==> src/rtl/gms_pkg.sv <==
package gms_pkg;

   localparam int JOINT_COUNT_DEF  = 6;
   localparam int TABLE_POINTS_DEF = 6;
   localparam int TABLE_COUNT      = 27;
   localparam int DUR_W            = 24;
   localparam int MOVE_W           = 26;
   localparam int PROG_W           = 18;
   localparam int ANG_W            = 16;
   localparam int ELAPSED_W        = 20;
   localparam int STATE_W          = 4;
   localparam int TAB_IDX_W        = 5;
   localparam int CSR_IDX_W        = 2;

   localparam logic [PROG_W-1:0] END_LIMIT = 18'd81920;
   localparam logic [PROG_W-1:0] PROG_MAX  = 18'h3FFFF;
   localparam logic [PROG_W-1:0] ONE_Q16   = 18'd65536;
   localparam logic [MOVE_W-1:0] MOVE_MAX  = 26'h3FFFFFF;

   localparam logic [DUR_W-1:0] SIT_STAND_RESET = 24'd1500000;
   localparam logic [DUR_W-1:0] STEP_RESET      = 24'd2000000;
   localparam logic [DUR_W-1:0] HOLD_RESET      = 24'd10000000;

   localparam logic [CSR_IDX_W-1:0] CSR_SIT_STAND = 2'd0;
   localparam logic [CSR_IDX_W-1:0] CSR_STEP      = 2'd1;
   localparam logic [CSR_IDX_W-1:0] CSR_HOLD      = 2'd2;

   localparam logic [STATE_W-1:0] ST_INIT       = 4'd0;
   localparam logic [STATE_W-1:0] ST_STANDING   = 4'd1;
   localparam logic [STATE_W-1:0] ST_SITTING    = 4'd2;
   localparam logic [STATE_W-1:0] ST_STAND_UP   = 4'd3;
   localparam logic [STATE_W-1:0] ST_SIT_DOWN   = 4'd4;
   localparam logic [STATE_W-1:0] ST_FIRST_LEFT = 4'd5;
   localparam logic [STATE_W-1:0] ST_LEFT_FWD   = 4'd6;
   localparam logic [STATE_W-1:0] ST_STEP_RIGHT = 4'd7;
   localparam logic [STATE_W-1:0] ST_RIGHT_FWD  = 4'd8;
   localparam logic [STATE_W-1:0] ST_STEP_LEFT  = 4'd9;
   localparam logic [STATE_W-1:0] ST_LAST_RIGHT = 4'd10;
   localparam logic [STATE_W-1:0] ST_LAST_LEFT  = 4'd11;
   localparam logic [STATE_W-1:0] ST_ERROR      = 4'd12;

   typedef struct packed {
      logic                 red_level;
      logic                 blue_level;
      logic                 green_level;
      logic                 yellow_level;
      logic [ELAPSED_W-1:0] elapsed_us;
   } req_type;

   typedef struct packed {
      logic [STATE_W-1:0] motion_state;
      logic [ANG_W-1:0]   left_knee_deg;
      logic [ANG_W-1:0]   right_knee_deg;
      logic [ANG_W-1:0]   left_hip_deg;
      logic [ANG_W-1:0]   right_hip_deg;
      logic [ANG_W-1:0]   left_ankle_deg;
      logic [ANG_W-1:0]   right_ankle_deg;
      logic               setpoint_update;
      logic               drives_enabled;
   } rsp_type;

   // controller -> datapath
   typedef struct packed {
      logic capture;      // latch request, compute next state
      logic div_start;    // clear divider for new quotient
      logic div_step;     // one restoring divide step
      logic finish;       // saturate progress, advance time
      logic interp_mul;   // product stage for current joint
      logic interp_wr;    // write setpoint of current joint
   } dp_cmd_type;

   // datapath -> controller
   typedef struct packed {
      logic is_motion;
      logic green;
   } dp_sts_type;

   function automatic logic is_motion_state(input logic [STATE_W-1:0] s);
      return s == ST_SITTING || s == ST_STAND_UP || s == ST_SIT_DOWN ||
             s == ST_FIRST_LEFT || s == ST_STEP_RIGHT || s == ST_STEP_LEFT ||
             s == ST_LAST_RIGHT || s == ST_LAST_LEFT;
   endfunction

   // table index for each state and joint (left knee .. right ankle)
   function automatic logic [TAB_IDX_W-1:0] table_of(input logic [STATE_W-1:0] s,
                                                     input logic [2:0] j);
      logic [TAB_IDX_W-1:0] r;
      logic [4:0] b;
      logic [4:0] o;
      r = '0;
      unique case (s)
         ST_SITTING:    r = 5'(j >> 1);
         ST_STAND_UP:   r = 5'(6 + (j >> 1));
         ST_SIT_DOWN:   r = 5'(3 + (j >> 1));
         default: begin
            priority if (s == ST_FIRST_LEFT) begin
               b = 5'd9;  o = 5'd12;
            end else if (s == ST_STEP_RIGHT) begin
               b = 5'd15; o = 5'd18;
            end else if (s == ST_STEP_LEFT) begin
               b = 5'd18; o = 5'd15;
            end else if (s == ST_LAST_RIGHT) begin
               b = 5'd21; o = 5'd24;
            end else begin
               b = 5'd24; o = 5'd21;
            end
            r = (j[0] ? o : b) + 5'(j >> 1);
         end
      endcase
      return r;
   endfunction

   function automatic logic [7:0] angle_of(input logic [TAB_IDX_W-1:0] t,
                                           input logic [3:0] p);
      logic [7:0] row [0:5];
      logic [2:0] k;
      k = (p > 4'd5) ? 3'd5 : p[2:0];
      unique case (t)
         5'd0:  row = '{80, 80, 80, 80, 80, 80};
         5'd1:  row = '{105, 105, 105, 105, 105, 105};
         5'd2:  row = '{100, 100, 100, 100, 100, 100};
         5'd3:  row = '{8, 15, 30, 54, 72, 80};
         5'd4:  row = '{170, 165, 150, 125, 110, 105};
         5'd5:  row = '{85, 85, 85, 85, 100, 100};
         5'd6:  row = '{80, 72, 54, 30, 15, 8};
         5'd7:  row = '{105, 110, 125, 150, 165, 170};
         5'd8:  row = '{100, 100, 85, 85, 85, 85};
         5'd9:  row = '{8, 50, 80, 80, 41, 25};
         5'd10: row = '{170, 140, 130, 120, 120, 150};
         5'd11: row = '{85, 90, 90, 90, 90, 100};
         5'd12: row = '{8, 8, 8, 8, 8, 8};
         5'd13: row = '{170, 170, 170, 170, 175, 180};
         5'd14: row = '{85, 90, 90, 90, 80, 80};
         5'd15: row = '{25, 8, 8, 8, 8, 8};
         5'd16: row = '{150, 160, 170, 170, 180, 180};
         5'd17: row = '{100, 90, 90, 90, 80, 80};
         5'd18: row = '{8, 2, 40, 80, 90, 25};
         5'd19: row = '{180, 180, 180, 140, 120, 150};
         5'd20: row = '{80, 110, 100, 90, 90, 100};
         5'd21: row = '{25, 8, 8, 8, 8, 8};
         5'd22: row = '{150, 170, 170, 170, 170, 170};
         5'd23: row = '{100, 90, 90, 90, 90, 85};
         5'd24: row = '{8, 8, 40, 80, 40, 8};
         5'd25: row = '{180, 185, 170, 130, 130, 170};
         5'd26: row = '{80, 90, 90, 90, 90, 85};
         default: row = '{0, 0, 0, 0, 0, 0};
      endcase
      return row[k];
   endfunction

endpackage

==> src/rtl/gms_datapath.sv <==
module gms_datapath #(
   parameter int JOINT_COUNT  = gms_pkg::JOINT_COUNT_DEF
) (
   input  logic                  clock,
   input  logic                  reset,
   input  gms_pkg::req_type      req_data,
   input  logic                  csr_valid,
   input  logic                  csr_ready,
   input  logic [1:0]            csr_index,
   input  logic [23:0]           csr_wdata,
   input  gms_pkg::dp_cmd_type   cmd,
   input  logic [2:0]            joint_sel,
   output gms_pkg::dp_sts_type   sts,
   output gms_pkg::rsp_type      result
);
   localparam int DW = gms_pkg::DUR_W;
   localparam int MW = gms_pkg::MOVE_W;
   localparam int PW = gms_pkg::PROG_W;
   localparam int QW = MW + 16;   // full quotient width

   // interpolation mode of the current joint
   localparam logic [1:0] MODE_FIRST = 2'd0;
   localparam logic [1:0] MODE_LAST  = 2'd1;
   localparam logic [1:0] MODE_BLEND = 2'd2;

   logic [DW-1:0] sit_stand_ff, step_ff, hold_ff;
   logic [3:0]    state_ff, state_in;
   logic [MW-1:0] move_ff;
   logic [PW-1:0] prog_ff;
   logic          enable_ff;
   logic          green_ff, entered_ff;
   logic [gms_pkg::ELAPSED_W-1:0] elapsed_ff;
   logic [gms_pkg::ANG_W-1:0] held_ff [0:5];
   logic          update_ff;

   // restoring divider: quotient bits shift in, dividend bits shift out
   logic [QW-1:0] quo_ff;
   logic [DW:0]   rem_ff;
   logic [QW-1:0] dvd_ff;
   logic [DW-1:0] dur_ff;

   logic r, b, g, y, endf;
   assign r = ~req_data.red_level;
   assign b = ~req_data.blue_level;
   assign g = ~req_data.green_level;
   assign y = ~req_data.yellow_level;
   assign endf = prog_ff > gms_pkg::END_LIMIT;

   always_comb begin
      state_in = state_ff;
      unique case (state_ff)
         gms_pkg::ST_INIT:
            if (b && !r && y && !g) state_in = gms_pkg::ST_SITTING;
         gms_pkg::ST_STANDING:
            if (y) state_in = gms_pkg::ST_SIT_DOWN;
            else if (b) state_in = gms_pkg::ST_FIRST_LEFT;
            else if (r) state_in = gms_pkg::ST_ERROR;
         gms_pkg::ST_SITTING:
            if (y) state_in = gms_pkg::ST_STAND_UP;
            else if (r) state_in = gms_pkg::ST_ERROR;
         gms_pkg::ST_STAND_UP, gms_pkg::ST_LAST_RIGHT, gms_pkg::ST_LAST_LEFT:
            if (endf) state_in = gms_pkg::ST_STANDING;
            else if (r) state_in = gms_pkg::ST_ERROR;
         gms_pkg::ST_SIT_DOWN:
            if (endf) state_in = gms_pkg::ST_SITTING;
            else if (r) state_in = gms_pkg::ST_ERROR;
         gms_pkg::ST_FIRST_LEFT, gms_pkg::ST_STEP_LEFT:
            if (endf) state_in = gms_pkg::ST_LEFT_FWD;
            else if (r) state_in = gms_pkg::ST_ERROR;
         gms_pkg::ST_LEFT_FWD:
            if (b) state_in = gms_pkg::ST_STEP_RIGHT;
            else if (y) state_in = gms_pkg::ST_LAST_RIGHT;
            else if (r) state_in = gms_pkg::ST_ERROR;
         gms_pkg::ST_STEP_RIGHT:
            if (endf) state_in = gms_pkg::ST_RIGHT_FWD;
            else if (r) state_in = gms_pkg::ST_ERROR;
         gms_pkg::ST_RIGHT_FWD:
            if (b) state_in = gms_pkg::ST_STEP_LEFT;
            else if (y) state_in = gms_pkg::ST_LAST_LEFT;
            else if (r) state_in = gms_pkg::ST_ERROR;
         gms_pkg::ST_ERROR:
            if (!b && r && !y && g) state_in = gms_pkg::ST_INIT;
         default: state_in = state_ff;
      endcase
   end

   logic          chg, new_motion;
   logic [DW-1:0] dur_sel;
   logic [MW-1:0] move_cap;
   assign chg        = state_in != state_ff;
   assign new_motion = gms_pkg::is_motion_state(state_in);
   assign move_cap   = (chg && new_motion) ? '0 : move_ff;

   always_comb begin
      if (state_in == gms_pkg::ST_SITTING) dur_sel = hold_ff;
      else if (state_in == gms_pkg::ST_STAND_UP || state_in == gms_pkg::ST_SIT_DOWN)
         dur_sel = sit_stand_ff;
      else dur_sel = step_ff;
      if (dur_sel == '0) dur_sel = DW'(1);
   end

   logic [DW:0] rem_shift, rem_sub;
   assign rem_shift = {rem_ff[DW-1:0], dvd_ff[QW-1]};
   assign rem_sub   = rem_shift - {1'b0, dur_ff};

   // interpolation: x = prog * (points-1); i = x>>16, f = low 16 bits
   localparam int SEG = gms_pkg::TABLE_POINTS_DEF - 1;
   localparam int XW  = PW + 4;
   logic [XW-1:0] x_val;
   logic [3:0]    seg_i;
   logic [15:0]   frac;
   logic [gms_pkg::TAB_IDX_W-1:0] tab;
   logic [7:0]    p0, p1, plast;
   logic signed [25:0] prod_in, prod_ff;
   logic [7:0]    p0_ff;
   logic [1:0]    mode_ff, mode_in;
   logic [7:0]    plast_ff;
   logic signed [26:0] acc;
   logic [gms_pkg::ANG_W-1:0] angle;

   assign x_val = XW'(prog_ff) * XW'(SEG);
   assign seg_i = x_val[19:16];
   assign frac  = x_val[15:0];
   assign tab   = gms_pkg::table_of(state_ff, joint_sel);
   assign p0    = gms_pkg::angle_of(tab, seg_i);
   assign p1    = gms_pkg::angle_of(tab, seg_i + 4'd1);
   assign plast = gms_pkg::angle_of(tab, 4'(SEG));
   assign prod_in = $signed({10'd0, frac}) * ($signed({1'b0, p1}) - $signed({1'b0, p0}));

   always_comb begin
      if (prog_ff == '0) mode_in = MODE_FIRST;
      else if (prog_ff >= gms_pkg::ONE_Q16 || seg_i >= 4'(SEG)) mode_in = MODE_LAST;
      else mode_in = MODE_BLEND;
   end

   assign acc = $signed({3'd0, p0_ff, 16'd0}) + 27'(prod_ff);
   always_comb begin
      unique case (mode_ff)
         MODE_FIRST: angle = {p0_ff, 8'd0};
         MODE_LAST:  angle = {plast_ff, 8'd0};
         default:    angle = acc[26] ? '0 : acc[23:8];
      endcase
   end

   logic [MW:0] move_sum;
   assign move_sum = {1'b0, move_ff} + (MW+1)'(elapsed_ff);

   always_ff @(posedge clock) begin
      if (reset) begin
         sit_stand_ff <= gms_pkg::SIT_STAND_RESET;
         step_ff      <= gms_pkg::STEP_RESET;
         hold_ff      <= gms_pkg::HOLD_RESET;
         state_ff     <= gms_pkg::ST_INIT;
         move_ff      <= '0;
         prog_ff      <= '0;
         enable_ff    <= 1'b0;
         update_ff    <= 1'b0;
         for (int k = 0; k < 6; k++) held_ff[k] <= '0;
      end else begin
         if (csr_valid && csr_ready) begin
            unique case (csr_index)
               gms_pkg::CSR_SIT_STAND: sit_stand_ff <= csr_wdata;
               gms_pkg::CSR_STEP:      step_ff      <= csr_wdata;
               gms_pkg::CSR_HOLD:      hold_ff      <= csr_wdata;
               default: ;
            endcase
         end
         if (cmd.capture) begin
            state_ff   <= state_in;
            move_ff    <= move_cap;
            if (chg && new_motion) prog_ff <= '0;
            if (chg && state_ff == gms_pkg::ST_INIT) enable_ff <= 1'b1;
            if (chg && state_in == gms_pkg::ST_ERROR) enable_ff <= 1'b0;
            green_ff   <= g;
            entered_ff <= chg && new_motion;
            elapsed_ff <= req_data.elapsed_us;
            dur_ff     <= dur_sel;
            dvd_ff     <= {move_cap, 16'd0};
            update_ff  <= 1'b0;
         end
         if (cmd.div_start) begin
            quo_ff <= '0;
            rem_ff <= '0;
         end else if (cmd.div_step) begin
            dvd_ff <= dvd_ff << 1;
            if (!rem_sub[DW]) begin
               rem_ff <= rem_sub;
               quo_ff <= {quo_ff[QW-2:0], 1'b1};
            end else begin
               rem_ff <= rem_shift;
               quo_ff <= {quo_ff[QW-2:0], 1'b0};
            end
         end
         if (cmd.finish) begin
            prog_ff <= (quo_ff > QW'(gms_pkg::PROG_MAX)) ? gms_pkg::PROG_MAX : quo_ff[PW-1:0];
            if (green_ff) begin
               update_ff <= 1'b1;
               if (!entered_ff)
                  move_ff <= move_sum[MW] ? gms_pkg::MOVE_MAX : move_sum[MW-1:0];
            end
         end
         if (cmd.interp_mul) begin
            prod_ff  <= prod_in;
            p0_ff    <= p0;
            plast_ff <= plast;
            mode_ff  <= mode_in;
         end
         if (cmd.interp_wr && 32'(joint_sel) < JOINT_COUNT) held_ff[joint_sel] <= angle;
      end
   end

   assign sts.is_motion = gms_pkg::is_motion_state(state_ff);
   assign sts.green     = green_ff;

   assign result.motion_state    = state_ff;
   assign result.left_knee_deg   = held_ff[0];
   assign result.right_knee_deg  = held_ff[1];
   assign result.left_hip_deg    = held_ff[2];
   assign result.right_hip_deg   = held_ff[3];
   assign result.left_ankle_deg  = held_ff[4];
   assign result.right_ankle_deg = held_ff[5];
   assign result.setpoint_update = update_ff;
   assign result.drives_enabled  = enable_ff;
endmodule

==> src/rtl/gms_control.sv <==
module gms_control #(
   parameter int JOINT_COUNT = gms_pkg::JOINT_COUNT_DEF
) (
   input  logic                clock,
   input  logic                reset,
   input  logic                req_valid,
   output logic                req_stall,
   output logic                rsp_valid,
   input  logic                rsp_stall,
   input  gms_pkg::dp_sts_type sts,
   output gms_pkg::dp_cmd_type cmd,
   output logic [2:0]          joint_sel
);
   localparam int QW = gms_pkg::MOVE_W + 16;

   localparam logic [2:0] S_IDLE = 3'd0;
   localparam logic [2:0] S_DIV  = 3'd1;
   localparam logic [2:0] S_FIN  = 3'd2;
   localparam logic [2:0] S_MUL  = 3'd3;
   localparam logic [2:0] S_WR   = 3'd4;
   localparam logic [2:0] S_OUT  = 3'd5;

   logic [2:0] st_ff, st_in;
   logic [5:0] cnt_ff, cnt_in;
   logic [2:0] j_ff, j_in;
   logic       accept;

   assign req_stall = st_ff != S_IDLE;
   assign accept    = req_valid && !req_stall;
   assign rsp_valid = st_ff == S_OUT;
   assign joint_sel = j_ff;

   always_comb begin
      st_in  = st_ff;
      cnt_in = cnt_ff;
      j_in   = j_ff;
      cmd    = '0;
      unique case (st_ff)
         S_IDLE: if (accept) begin
            cmd.capture   = 1'b1;
            cmd.div_start = 1'b1;
            cnt_in = '0;
            st_in  = S_DIV;
         end
         S_DIV: begin
            if (!sts.is_motion) st_in = S_OUT;
            else begin
               cmd.div_step = 1'b1;
               cnt_in = cnt_ff + 6'd1;
               if (cnt_ff == 6'(QW - 1)) st_in = S_FIN;
            end
         end
         S_FIN: begin
            cmd.finish = 1'b1;
            j_in  = '0;
            st_in = sts.green ? S_MUL : S_OUT;
         end
         S_MUL: begin
            cmd.interp_mul = 1'b1;
            st_in = S_WR;
         end
         S_WR: begin
            cmd.interp_wr = 1'b1;
            j_in = j_ff + 3'd1;
            st_in = (32'(j_ff) == JOINT_COUNT - 1) ? S_OUT : S_MUL;
         end
         S_OUT: if (!rsp_stall) st_in = S_IDLE;
         default: st_in = S_IDLE;
      endcase
   end

   always_ff @(posedge clock) begin
      if (reset) begin
         st_ff  <= S_IDLE;
         cnt_ff <= '0;
         j_ff   <= '0;
      end else begin
         st_ff  <= st_in;
         cnt_ff <= cnt_in;
         j_ff   <= j_in;
      end
   end
endmodule

==> src/rtl/gait_motion_sequencer.sv <==
// Gait motion sequencer. Each req_ beat is one control tick (four active-low
// buttons plus elapsed microseconds) and yields exactly one rsp_ beat with the
// state, six Q8.8 joint setpoints, an update flag and the drive enable. Items
// are handled one at a time. A tick in a motion state with green held passes
// through a capture step, the 42-step bit-serial divider that forms progress
// (moving time over duration), a finish step, a multiply step and a write step
// per joint for the interpolation, then the output state and the return to
// idle. With green released the joints are skipped; a tick in a resting state
// skips the divider and the joints. The result is held on rsp_ until taken.
// Durations are to be written through csr_ only while the block is idle; the
// block itself does not enforce this.
module gait_motion_sequencer #(
   parameter int JOINT_COUNT  = gms_pkg::JOINT_COUNT_DEF
) (
   input  logic             clock,
   input  logic             reset,
   input  logic             req_valid,
   output logic             req_stall,
   input  gms_pkg::req_type req_data,
   output logic             rsp_valid,
   input  logic             rsp_stall,
   output gms_pkg::rsp_type rsp_data,
   input  logic             csr_valid,
   output logic             csr_ready,
   input  logic [1:0]       csr_index,
   input  logic [23:0]      csr_wdata
);
   gms_pkg::dp_cmd_type cmd;
   gms_pkg::dp_sts_type sts;
   logic [2:0]          joint_sel;

   // the user must write registers only between ticks; the block does not enforce this
   assign csr_ready = 1'b1;

   gms_control #(.JOINT_COUNT(JOINT_COUNT)) u_ctl (
      .clock, .reset, .req_valid, .req_stall, .rsp_valid, .rsp_stall,
      .sts, .cmd, .joint_sel
   );

   gms_datapath #(.JOINT_COUNT(JOINT_COUNT)) u_dp (
      .clock, .reset, .req_data, .csr_valid, .csr_ready, .csr_index, .csr_wdata,
      .cmd, .joint_sel, .sts, .result(rsp_data)
   );
endmodule
==> config.mk <==
export PLATFORM = sky130hd
export DESIGN_NAME = gait_motion_sequencer
export DESIGN_NICKNAME = d
export VERILOG_FILES = /design/src/rtl/gms_pkg.sv /design/src/rtl/gms_datapath.sv /design/src/rtl/gms_control.sv /design/src/rtl/gait_motion_sequencer.sv
export SDC_FILE = /design/constraint.sdc
export NUM_CORES = 1
export LEC_CHECK = 0
export BUFFER_PORTS_ARGS = -buffer_cell sky130_fd_sc_hd__buf_2
export CAP_MARGIN = 20
export CORE_UTILIZATION = 30
export CTS_BUF_LIST = sky130_fd_sc_hd__clkbuf_16
export CTS_CLUSTER_DIAMETER = 150
export CTS_CLUSTER_SIZE = 30
export DETAILED_ROUTE_END_ITERATION = 12
export PLACE_DENSITY = 0.51
export SETUP_SLACK_MARGIN = 0.1
export SLEW_MARGIN = 20
export SYNTH_ARGS = -nofsm -noshare
export SYNTH_HDL_FRONTEND = slang
export SYNTH_MEMORY_MAX_BITS = 65536
export SYNTH_SLANG_ARGS = --single-unit
==> constraint.sdc <==
create_clock -name clock -period 29.1 [get_ports clock]
set_clock_uncertainty 0.05 [all_clocks]
set_input_delay 1.455 -clock clock [delete_from_list [all_inputs] [get_ports clock]]
set_output_delay 1.455 -clock clock [all_outputs]
set_load 0.02 [all_outputs]
==> metrics.txt <==
relative slew slack=0.249; Final Hold Viols=0; hold slack=408 ps; Synth top area share=0.302; DR vias=22,700; Worst setup SP type=flop; CP required=29,360 ps; total track usage=0.163; Initial Util=0.304; commonest non-fill, non-tap cell in the layout=nand2_1; run status=completed; CP max stage delay=660 ps; layout cells sized above 1=0.0988; critical path class=reg -> reg; post-CTS sizing=0; Syn Std Cell Area=28,400 um^2; synth unique cells=92; Layout area overhead=8.96%; clk_lat worst skew=570 ps; pwr dens=120 nW/um^2; CTS tree=done; max cap viols=0; num rows=112; Worst VDD drop=0.123 mV; core area=93,600 um^2; initial antenna violation count=4; Die Y=310 um; Worst Setup End Kind=flop; die width=310 um; most frequent CP cell=a21o_1; Layout fillers=9,794; clock tree buffer depth=3; adder-cell share of the synthesized area=0.150; 1st-pass router iterations=8; root buffer cell=clkbuf_16; most frequent cells in the layout=367 x nand2_1, 355 x nor2_1, 286 x edfxtp_1; RD Place Congestion=0.922; fin crit share=0.435; DRC viols=0; FF+latch count, synth=420; cell count after synthesis=3,065; Ys Warns=0; WL/cell=18.3 um; cell leakage power=0.0126 uW; Final setup viols=0; first-pass GRT wire length=126,000 um; H-tree levels=1; number of flops mapped to enable cells by yosys=286; ys flop type=edfxtp_1; Die Area=96,100 um^2; post-synthesis compound-gate area fraction=0.167; HPWL after DPL=57,400 um; vias in the first global route=21,800; number of port buffers=158; post-layout net count=3,449; post-CTS setup buffer count=0; largest family of logic cells by synthesized area=simple AND/OR/NAND/NOR gates; final WL=80,000 um; DR iter-0 viols=1,963; hold_buf cts=0; post-DR vias/cell=5.17; Post-Syn Area per Cell=9.28 um^2; synth top area cells=edfxtp_1 30%, dfxtp_1 9.4%, ha_1 7.7%; GRT overflow=0; HP Class=reg -> reg; maximum fanout along the worst path=24; net count after synthesis=3,398; sequential fraction of the synthesis area=0.396; largest net degree at the start of global routing=79; CTS Sinks=420; Slew Limit Fails=0; Max Clock Freq=0.0790 GHz; I/O Pins=160; multiplexer area fraction after synthesis=0.0205; Setup WS pre-CTS=16,620 ps; XOR/XNOR share of the synthesized area=0.0317; largest area contributor in the netlist=edfxtp_1; slowest stage cell, crit path=dfxtp_1; Setup WS post-layout=16,450 ps; Num CTS Buffers=17; Worst Tran Pin Value=1120 ps; ys async rst share=0; Routed Antenna Nets=0; final setup TNS=0 ps; simple-gate share of the synthesized area=0.187; Clock transition at path regs=120 ps; final period demand of the worst path=12,650 ps; crit path DAT=12,920 ps; RSZ-0062 raised after global routing=no
registers in the layout (all words and copies together) (netlist names), 4 cells and up:
signal	count
u_ctl.cnt_ff	6
u_dp.rem_ff	24
u_dp.dur_ff	24
u_dp.hold_ff	24
u_dp.elapsed_ff	20
u_dp.prog_ff	18
u_dp.held_ff	96
u_dp.plast_ff	8
u_dp.p0_ff	8
u_dp.move_ff	26
u_dp.quo_ff	42
u_dp.sit_stand_ff	24
u_dp.step_ff	24
u_dp.dvd_ff	42
u_dp.state_ff	4
u_dp.prod_ff	18
area by class of cell:
cell class	count	area (um^2)	area share
Antenna cell	3	7.51	0.000242
Clock buffer	17	425	0.0137
Clock inverter	13	53.8	0.00174
Inverter	174	654	0.0211
Multi-Input combinational cell	2302	15900	0.513
Sequential cell	420	11300	0.364
Tap cell	1254	1570	0.0506
Timing Repair Buffer	201	1120	0.0360
critical path, delay by kind of cell, from the launching register on:
family / cells / cell delay, ps
AND/OR/NAND/NOR: 5 / 590
XOR/XNOR: 3 / 1240
buffers and inverters: 2 / 390
adder cells (fa/ha/maj): 11 / 4480
flip-flops: 1 / 660
AO/OA/AOI/OAI: 20 / 4970
path summary, 6_finish.rpt:
kind                      endpoint       startpoint  depth (start not counted)  slack [ps]
setup / recovery  u_dp.prod_ff[23]  u_dp.prog_ff[1]                         41       16450
hold / removal     u_dp.hold_ff[2]  u_dp.hold_ff[2]                          2         410
setup reg to reg  u_dp.prod_ff[23]  u_dp.prog_ff[1]                         41       16450
hold reg to reg    u_dp.hold_ff[2]  u_dp.hold_ff[2]                          2         410
cell usage after synthesis (all sizes together) (24+ instances only):
library cell	instances
nand2	371
or3	26
nand2b	42
a21oi	230
fa	104
o22ai	31
ha	174
buf	35
a31oi	24
clkbuf	134
nor2	359
nor3	70
and2	77
a21o	42
a311oi	36
inv	170
mux2i	48
dfxtp	134
xor2	43
edfxtp	286
o21ai	117
a211oi	46
nand3	56
o211ai	24
xnor2	60
per-layer routing:
| layer | GRT usage | share of wire | vias up |
|---|---|---|---|
| met1 | 0.233 | 0.47 | 11000 |
| met5 | 0 | 0 | - |
| li1 | - | - | 11000 |
| met2 | 0.268 | 0.46 | 579 |
| met3 | 0.0145 | 0.045 | 80 |
| met4 | 0.0344 | 0.019 | 0 |
stage by stage:
stage | total power, uW | util | instances | cell area [um^2]
floorplan | 2770 | - | 3065 | 28400
global placement | 3440 | 0.326 | 4351 | 30500
detailed placement | 3420 | 0.326 | 4351 | 30500
CTS | 3750 | 0.331 | 4381 | 31000
global route | 4110 | 0.331 | 4383 | 31000
finish | 3710 | 0.331 | 4384 | 31000
where the power goes:
part           leakage, uW  switching [uW]  internal [uW]
combinational      0.00850            1590           1010
sequential         0.00386            25.2            782
clock             0.000278             193            110
total               0.0126            1800           1910
kinds of logic after synthesis:
kind of cell / Yosys count
AO/OA/AOI/OAI: 718
XOR/XNOR: 103
adder cells (fa/ha/maj): 278
buffers and inverters: 343
flip-flops: 420
multiplexers: 57
other: 1
AND/OR/NAND/NOR: 1145
Power figures use the tool's default switching activity.
